<file path="src/sv/wso_pkg.sv">
// ----------------------------------------------------------------------------
// wso_pkg
// Shared types and constants of the wheel speed and odometer core.
// ----------------------------------------------------------------------------
`timescale 1ns / 1ps
`default_nettype none

package wso_pkg;

    // number of wheel lanes (1..4, as wheel_index is 2 bits); only wheels 0..3 have edge inputs
    localparam int WHEELS   = 4;
    localparam int EDGE_W   = 4;
    localparam int WIDX_W   = (WHEELS > 1) ? $clog2(WHEELS) : 1;

    // divider geometry: dividend is pulses*circ*360, divisor is ppr*dt
    localparam int DIV_W    = 41;
    localparam int DEN_W    = 24;
    localparam int DCNT_W   = $clog2(DIV_W + 1);
    localparam logic [8:0] KMH_SCALE = 9'd360;

    // configuration register indexes
    localparam logic [2:0] REG_ENABLED   = 3'd0;
    localparam logic [2:0] REG_PPR       = 3'd1;
    localparam logic [2:0] REG_CIRC      = 3'd2;
    localparam logic [2:0] REG_TIMEOUT   = 3'd3;
    localparam logic [2:0] REG_MAX_SPEED = 3'd4;
    localparam logic [2:0] REG_WINDOW    = 3'd5;

    // input item functions
    localparam logic FUNC_EDGES  = 1'b0;
    localparam logic FUNC_UPDATE = 1'b1;

    typedef struct packed {
        logic        func;
        logic [3:0]  edge_mask;
        logic [31:0] now_ms;
    } t_in;

    typedef struct packed {
        logic [1:0]  wheel_index;
        logic [15:0] speed_centi_kmh;
        logic [31:0] distance_mm;
        logic        sensor_ok;
        logic        timed_out;
        logic        last;
    } t_out;

    typedef struct packed {
        logic        enabled;
        logic [7:0]  rev_pulses;
        logic [15:0] circumference_mm;
        logic [15:0] timeout_ms;
        logic [15:0] max_speed_centi_kmh;
        logic [15:0] window_ms;
    } t_cfg;

    // per-lane status seen by the merge stage
    typedef struct packed {
        logic        busy;
        logic [15:0] speed;
        logic [31:0] odo;
        logic        alive;
        logic        tout;
    } t_lane_res;

endpackage

`default_nettype wire

</file>
<file path="src/sv/wso_div.sv">
// ----------------------------------------------------------------------------
// wso_div
// Restoring divider, one quotient bit per cycle.
// ----------------------------------------------------------------------------
`timescale 1ns / 1ps
`default_nettype none

module wso_div (
    input  wire logic                        i_clk,
    input  wire logic                        i_rst_n,
    input  wire logic                        i_start,
    input  wire logic [wso_pkg::DIV_W-1:0]   i_num,
    input  wire logic [wso_pkg::DEN_W-1:0]   i_den,
    output logic      [wso_pkg::DIV_W-1:0]   o_quo,
    output logic                             o_done
);

    logic [wso_pkg::DIV_W-1:0]  r_q;
    logic [wso_pkg::DEN_W-1:0]  r_rem;
    logic [wso_pkg::DEN_W-1:0]  r_den;
    logic [wso_pkg::DCNT_W-1:0] r_cnt;
    logic                       r_done;
    logic [wso_pkg::DEN_W:0]    trial;
    logic                       qbit;

    // shift in next dividend bit and try the subtract
    assign trial = {r_rem, r_q[wso_pkg::DIV_W-1]};
    assign qbit  = (trial >= {1'b0, r_den});

    always_ff @(posedge i_clk) begin
        if (!i_rst_n) begin
            r_cnt  <= '0;
            r_done <= 1'b0;
        end else begin
            r_done <= 1'b0;
            if (i_start) begin
                r_q   <= i_num;
                r_rem <= '0;
                r_den <= i_den;
                r_cnt <= wso_pkg::DCNT_W'(wso_pkg::DIV_W);
            end else if (r_cnt != '0) begin
                r_rem <= qbit ? wso_pkg::DEN_W'(trial - {1'b0, r_den})
                              : trial[wso_pkg::DEN_W-1:0];
                r_q   <= {r_q[wso_pkg::DIV_W-2:0], qbit};
                r_cnt <= r_cnt - 1'b1;
                if (r_cnt == wso_pkg::DCNT_W'(1))
                    r_done <= 1'b1;
            end
        end
    end

    assign o_quo  = r_q;
    assign o_done = r_done;

endmodule

`default_nettype wire

</file>
<file path="src/sv/wso_lane.sv">
// ----------------------------------------------------------------------------
// wso_lane
// One wheel: edge counter, timeout/window check, distance and speed update.
// ----------------------------------------------------------------------------
`timescale 1ns / 1ps
`default_nettype none

module wso_lane (
    input  wire logic              i_clk,
    input  wire logic              i_rst_n,
    input  wire wso_pkg::t_cfg     i_cfg,
    input  wire logic              i_edge,
    input  wire logic              i_update,
    input  wire logic [31:0]       i_now,
    output wso_pkg::t_lane_res     o_res
);

    typedef enum logic [2:0] {L_IDLE, L_MUL1, L_MUL2, L_DIVS, L_DIV} t_lstate;

    t_lstate     r_state;
    logic [15:0] r_cnt;
    logic [31:0] r_last_ms;
    logic [31:0] r_odo;
    logic [15:0] r_speed;
    logic        r_alive;
    logic        r_tout;
    logic [15:0] r_p;
    logic [15:0] r_dt;
    logic [31:0] r_prod;
    logic [wso_pkg::DEN_W-1:0] r_den;
    logic [wso_pkg::DIV_W-1:0] r_num;

    logic [31:0] dt;
    logic [7:0]  ppr_eff;
    logic        div_start;
    logic [wso_pkg::DIV_W-1:0] q_inc;
    logic [wso_pkg::DIV_W-1:0] q_spd;
    logic        inc_done;
    logic        spd_done;
    logic [32:0] odo_sum;

    assign dt        = i_now - r_last_ms;
    assign ppr_eff   = (i_cfg.rev_pulses == 8'd0) ? 8'd1 : i_cfg.rev_pulses;
    assign div_start = (r_state == L_DIVS);
    assign odo_sum   = {1'b0, r_odo} + {1'b0, q_inc[31:0]};

    // distance increment: pulses*circ / ppr
    wso_div u_div_inc (
        .i_clk   (i_clk),
        .i_rst_n (i_rst_n),
        .i_start (div_start),
        .i_num   (wso_pkg::DIV_W'(r_prod)),
        .i_den   (wso_pkg::DEN_W'(ppr_eff)),
        .o_quo   (q_inc),
        .o_done  (inc_done)
    );

    // speed: pulses*circ*360 / (ppr*dt)
    wso_div u_div_spd (
        .i_clk   (i_clk),
        .i_rst_n (i_rst_n),
        .i_start (div_start),
        .i_num   (r_num),
        .i_den   (r_den),
        .o_quo   (q_spd),
        .o_done  (spd_done)
    );

    // lane sequencer and wheel state
    always_ff @(posedge i_clk) begin
        if (!i_rst_n) begin
            r_state   <= L_IDLE;
            r_cnt     <= '0;
            r_last_ms <= '0;
            r_odo     <= '0;
            r_speed   <= '0;
            r_alive   <= 1'b1;
            r_tout    <= 1'b0;
        end else begin
            case (r_state)
                L_IDLE: begin
                    if (i_edge && r_cnt != 16'hFFFF)
                        r_cnt <= r_cnt + 16'd1;
                    if (i_update) begin
                        r_tout <= 1'b0;
                        if (!i_cfg.enabled) begin
                            r_speed <= '0;
                            r_alive <= 1'b0;
                        end else if (dt > {16'd0, i_cfg.timeout_ms}) begin
                            r_speed <= '0;
                            r_alive <= 1'b0;
                            r_tout  <= 1'b1;
                        end else if (dt >= {16'd0, i_cfg.window_ms}) begin
                            // dt is bounded by the timeout here
                            r_p       <= r_cnt;
                            r_cnt     <= '0;
                            r_dt      <= dt[15:0];
                            r_last_ms <= i_now;
                            r_state   <= L_MUL1;
                        end
                    end
                end
                L_MUL1: begin
                    r_prod  <= 32'(r_p) * 32'(i_cfg.circumference_mm);
                    r_den   <= wso_pkg::DEN_W'(ppr_eff) * wso_pkg::DEN_W'(r_dt);
                    r_state <= L_MUL2;
                end
                L_MUL2: begin
                    r_num   <= wso_pkg::DIV_W'(r_prod) * wso_pkg::DIV_W'(wso_pkg::KMH_SCALE);
                    r_state <= L_DIVS;
                end
                L_DIVS: begin
                    r_state <= L_DIV;
                end
                L_DIV: begin
                    if (inc_done && spd_done) begin
                        r_odo <= odo_sum[32] ? q_inc[31:0] : odo_sum[31:0];
                        if (r_p == '0 || r_dt == '0)
                            r_speed <= '0;
                        else if (q_spd > wso_pkg::DIV_W'(i_cfg.max_speed_centi_kmh))
                            r_speed <= i_cfg.max_speed_centi_kmh;
                        else
                            r_speed <= q_spd[15:0];
                        r_alive <= 1'b1;
                        r_state <= L_IDLE;
                    end
                end
                default: r_state <= L_IDLE;
            endcase
        end
    end

    assign o_res.busy  = (r_state != L_IDLE);
    assign o_res.speed = r_speed;
    assign o_res.odo   = r_odo;
    assign o_res.alive = r_alive;
    assign o_res.tout  = r_tout;

endmodule

`default_nettype wire

</file>
<file path="config.mk">
export PLATFORM = sky130hd
export DESIGN_NAME = wso_lane
export DESIGN_NICKNAME = d
export VERILOG_FILES = /design/src/sv/wso_pkg.sv /design/src/sv/wso_div.sv /design/src/sv/wso_lane.sv
export SDC_FILE = /design/constraint.sdc
export NUM_CORES = 2
export LEC_CHECK = 0
export BUFFER_PORTS_ARGS = -buffer_cell sky130_fd_sc_hd__buf_2
export CORE_ASPECT_RATIO = 0.8
export CORE_MARGIN = 4
export CORE_UTILIZATION = 40
export DETAILED_ROUTE_END_ITERATION = 8
export PLACE_DENSITY_LB_ADDON = 0.15
export SLEW_MARGIN = 20
export SYNTH_ARGS = -nofsm -noshare
export SYNTH_HDL_FRONTEND = slang
export SYNTH_SLANG_ARGS = --single-unit
export TNS_END_PERCENT = 5
</file>
<file path="constraint.sdc">
create_clock -name i_clk -period 10.85 [get_ports i_clk]
set_clock_uncertainty 0.2 [all_clocks]
set_input_delay 1.085 -clock i_clk [delete_from_list [all_inputs] [get_ports i_clk]]
set_output_delay 1.085 -clock i_clk [all_outputs]
set_load 0.02 [all_outputs]
</file>
## Word level (Yosys, flattened, before mapping)

Cells that the tools add are included.

- Input bits: 109
- Output and inout bits: 51
- Register bits: 403
- Word-level logic and storage cells: 126

- Equality and inequality tests: 13
- Add/sub/neg operators: 7
- Muxes and demuxes: 41
- Order comparisons: 5
- Bitwise gates (word level): 4
- Multipliers: 3
- Reductions and logical operators: 27

Operators with widths:

| operator | number |
|---|---|
| 16-bit 2-to-1 mux | 11 |
| 41-bit 2-to-1 mux | 3 |
| 24-bit 2-to-1 mux | 4 |
| 32-bit 2-to-1 mux | 2 |
| 41-bit by 16-bit greater-than comparator with 1-bit output | 1 |
| 32-bit by 6-bit multiplier with 38-bit output, second input constant | 1 |
| 32-bit by 32-bit adder with 33-bit output | 1 |
| 32-bit by 16-bit >= comparator with 1-bit output | 1 |
| 32-bit by 16-bit greater-than comparator with 1-bit output | 1 |
| 16-bit zero test | 2 |
| 16-bit by 16-bit multiplier with 32-bit output | 1 |
| 16-bit one-hot mux with 2 select lines | 1 |
| 32-bit subtractor | 1 |
| 25-bit by 24-bit >= comparator with 1-bit output | 1 |
| 25-bit by 8-bit >= comparator with 1-bit output | 1 |
| 8-bit by 16-bit multiplier with 24-bit output | 1 |
| 6-bit 2-to-1 mux | 4 |
| 24-bit subtractor | 1 |
| 24-bit by 8-bit subtractor with 24-bit output | 1 |
| 16-bit by 1-bit adder with 16-bit output, second input constant | 1 |
| 16-bit inequality test, second input constant | 1 |
| 3-bit 2-to-1 mux | 5 |
| 3-bit one-hot mux with 5 select lines | 1 |
| 2-bit AND reduction | 7 |
| 23 further kinds | 46 |

## Logic depth before layout (Yosys ltp)

- Depth after elaboration: 7
- Mapped depth: 27
- Gate-level depth less buffers: 25

## Cells and area by module

From an unflattened synthesis, not the netlist that was laid out.

- Cell total of the unflattened synthesis: 4,098
- Area total of the unflattened synthesis: 39,818.2 um^2

By module, submodules not included:

| module | area an instance (um^2) | seq. area each (um^2) | times used | cells each |
|---|---|---|---|---|
| wso_lane | 29,196.8 | 5,805.6 | 1 | 3,214 |
| wso_div at u_div_spd | 5,383.9 | 2,812.7 | 1 | 454 |
| wso_div at u_div_inc | 5,237.5 | 2,812.7 | 1 | 430 |

## Worst setup path after synthesis

Ideal clock, no wire load.

- Path type: input -> register
- Start: input i_now[0]
- End: register r_dt[0] (enable)
- Setup slack: 1.823 ns
- Data arrival time: 8.325 ns
- Path buffers: 0
- Data required time: 10.149 ns
- Setup time: 0.501 ns
- Stages on the path: 25
- Cells stage by stage: inv_1 ha_1 inv_1 fa_1 a211oi_1 nor2_1 o21a_1 nor2_1 nor4_1 o21a_1 o21ai_0 nand2b_1 xor2_1 ha_1 nand4_1 nor2_1 and3_1 o211ai_1 a32oi_1 or3_1 or4b_1 a2111oi_0 and3_1 nand3_1 nor4_1

- Cells in the longest elaborated chain, start to end: 4
- Elaborated cells on any way between the ends: 5
- Those cells by class: 1 x add/sub; 2 x order compare; 1 x bitwise; 1 x reduce/logical

RTL lines:

| element | RTL line | RTL |
|---|---|---|
| start, declared | wso_lane.sv:14 | `input wire logic [31:0] i_now,` |
| 32-bit subtractor (*) | wso_lane.sv:42 | `assign dt = i_now - r_last_ms;` |
| named net dt[12] | wso_lane.sv:33 | `logic [31:0] dt;` |
| 32-bit by 16-bit greater-than comparator with 1-bit output | wso_lane.sv:89 | `end else if (dt > {16'd0, i_cfg.timeout_ms}) begin` |
| 1-bit NOT (no source line) | -- |  |
| 6-bit AND reduction (no source line) (*) | -- |  |
| end signal, assigned | wso_lane.sv:97 | `r_dt <= dt[15:0];` |
| end, declared | wso_lane.sv:28 | `logic [15:0] r_dt;` |

The timed path passes the listed nets; every way through them passes the cells marked *.
A chain may end at the register's enable or synchronous reset.

## Worst setup path in the final report

- Start: register r_p[7]
- End: register r_prod[31] (data pin)

- Cells in the longest elaborated chain, start to end: 1

RTL lines:

| element | RTL line | RTL |
|---|---|---|
| start, declared | wso_lane.sv:27 | `logic [15:0] r_p;` |
| start signal, assigned | wso_lane.sv:95 | `r_p <= r_cnt;` |
| 16-bit by 16-bit multiplier with 32-bit output | wso_lane.sv:104 | `r_prod <= 32'(r_p) * 32'(i_cfg.circumference_mm);` |
| end signal, assigned | wso_lane.sv:104 |  |
| end, declared | wso_lane.sv:29 | `logic [31:0] r_prod;` |

Every way passes these cells.

==> run metrics <==
P_leak 19.1 nW; multiplexer area fraction after synthesis 0.0246; Vias 27800; total of max-cap violations 0; num ports 160; initial antenna violation count 11; Crit-path slowest cell edfxtp_1; clock latency on the worst-skew pair 0.63 ns; DRC 0; Post-CTS Resized 0; internal power 3.83 mW; cell with the most instances on the worst path fa_1; Pins Over Slew Limit 0; Net Sw Frac 0.348; area grow syn2layout 9.59%; sequential share of power 0.370; final setup vio count 0; FP Rows 101; Iteration-0 DRC Markers 1804; CTS tree built; DPL Wire Length 76600 um; most frequent cells in the layout 621 x inv_1, 532 x nand2_1, 371 x ha_1, 340 x fa_1, 288 x edfxtp_1; critical path class reg2reg; synth unique cells 84; hold_buf cts 0; final instance area 0.0419 mm2; Buf/Inv on CP 3; min cycle time layout 7.13 ns; Clock Pin Slew Worst Setup and Hold Paths 0.07 ns; asr flop ratio synth 0; FF/Latch Area 0.0110 mm2; EDFF count, synth 288; clock sinks 403; clock tree buffer depth 3; largest family of logic cells by synthesized area adder cells; Post-Synth XOR/XNOR Area 0.0392; post-synthesis simple-gate area fraction 0.171; setup TNS 0 ns; overflow left after global routing 0; prevailing post-synth register cell edfxtp_1; cell chain of the critical path nand2_1 > fa_1 > inv_1 > fa_1 > fa_1 > fa_1 > fa_1 > inv_1 > fa_1 > inv_1 > ha_1 > a211o_1 > o32ai_1 > a211oi_1 > o211ai_1 > a311oi_1 > o21ai_0 > a21boi_0 > o21a_1 > nor2_1 > xnor2_1; Final Hold Fails 0; CTS Buf Count 46; status finished clean; worst hold path class reg2reg; cell count after synthesis 4091; Setup crit end kind register; commonest non-fill, non-tap cell in the layout inv_1; share of layout cells above drive strength 1 0.0687; die height 285 um; adder-cell share of the synthesized area 0.299; Via density 5.05; Die ar. 0.101 mm2; vias in the first global route 27400; Seq/Total Area, Yosys 0.286; GP Congestion 0.863; Critical Path Source Type register; GR Util All Layers 0.194; ANT nets after route 0; Initial Utilization 0.403; first-pass GRT wire length 157000 um; critical path data arrival time 7.31 ns; Clock Tree Root clkbuf_16; Final nets 5003; Net Count, Synth 4911; crit-path max FO 17; Pwr Density 140 mW/mm2; Slew @ Worst Pin 1.07 ns; CP required 11.02 ns; post-synthesis sequential element count 403; fillers 9370; yosys warns 0; placed cell area 0.0403 mm2; Port-buffer cells 159; Clock power frac 0.286; Worst path top cell family by delay adder cells; core area 0.0949 mm2; combinational fraction of design power 0.344; TritonRoute pass-1 iters 8; Syn Area/Cell 9.34 um2; Final Routed Wirelength 98400 um; Compound-Gate Fraction of Synth Area 0.103; H-tree levels 2; area occupied by multi-input gates 0.0244 mm2; Die W 354 um; Slew headroom 0.280; maximum number of pins on one net before global-route repair 89; total net switching power 2.04 mW; period utilization 0.657; CP max stage delay 0.90 ns; Syn Std Cell Area 0.0382 mm2; FMAX 140 MHz; WL per Instance 17.8 um; post-CTS setup buffer count 0; RSZ-0062 raised after global routing false; peak supply drop 0.000121 V
through the flow:
stage	hold WS, ns	worst slack, ns	power, mW	utilization	instances
4_1_cts	0.220	3.72	5.94	0.441	5508
6_report	0.219	3.72	5.87	0.441	5512
5_1_grt	0.228	3.22	6.29	0.441	5508
2_1_floorplan	0.200	1.82	3.72	-	4091
3_3_place_gp	0.202	3.27	4.21	0.424	5422
3_5_place_dp	0.205	3.20	4.21	0.424	5422
area by class of cell:
type | count | area share
multi-input combinational | 2933 | 0.583
sequential | 403 | 0.261
inverter | 622 | 0.0557
tap | 1287 | 0.0384
clock buffer | 60 | 0.0307
timing repair buffer | 177 | 0.0223
clock inverter | 26 | 0.00771
antenna | 4 | 0.000239
Yosys cell counts, types with 25 or more instances:
cell type / count / area share
a211oi_1: 26 / 0.0051
a21o_1: 66 / 0.013
a21oi_1: 171 / 0.022
a31oi_1: 29 / 0.0047
and2_1: 231 / 0.038
and3_1: 28 / 0.0046
clkbuf_1: 120 / 0.012
dfxtp_1: 115 / 0.060
edfxtp_1: 288 / 0.23
fa_1: 340 / 0.18
ha_1: 371 / 0.12
inv_1: 621 / 0.061
mux2i_1: 94 / 0.025
nand2_1: 532 / 0.052
nand2b_1: 25 / 0.0041
nand3_1: 57 / 0.0075
nand4_1: 42 / 0.0069
nor2_1: 195 / 0.019
nor2b_1: 48 / 0.0079
nor3_1: 84 / 0.011
nor4_1: 28 / 0.0046
o21a_1: 47 / 0.0092
o21ai_0: 135 / 0.018
or3_1: 25 / 0.0041
xnor2_1: 119 / 0.027
xor2_1: 52 / 0.012
registers in the layout (all words and copies together) (netlist names), 24 cells and up:
register,count
u_div_inc.o_quo,41
u_div_spd.o_quo,41
r_prod,32
u_div_spd.r_den,24
r_last_ms,32
u_div_inc.r_rem,24
r_den,24
r_odo,32
r_num,38
u_div_spd.r_rem,24
power by group through the flow:
stage                     Sequential, mW  Combinational, mW  Clock [mW]
after floorplan                     2.15               1.57           0
after global placement              2.20               2.01           0
after detailed placement            2.20               2.02           0
after CTS                           2.17               2.03        1.74
after global routing                2.19               2.32        1.78
final                               2.17               2.02        1.68
worst paths after layout:
check,slack (ns),cells after the start,from,to
hold reg to reg,0.22,0,r_den[23],u_div_spd.r_den[23]
setup / recovery,3.72,21,r_p[7],r_prod[31]
hold / removal,0.22,0,r_den[23],u_div_spd.r_den[23]
setup reg to reg,3.72,21,r_p[7],r_prod[31]
metal layers:
metal	GRT usage	vias to the layer above	part of all wire
li1	-	13800	-
met1	0.310	13300	0.53
met2	0.269	581	0.39
met3	0.0419	87	0.065
met4	0.0329	4	0.015
met5	0	-	0.00014
logic make-up (layout without fill, tap and decap cells):
family	after synthesis	count (layout)
buffers and inverters	755	885
adders and majority gates	711	711
and+or+nand+nor	1347	1347
DFF	403	403
xor gates and xnor gates	171	171
other	0	4
AOI/OAI and AO/OA	610	610
muxes	94	94
No activity file was read; power rests on OpenSTA's default activity.
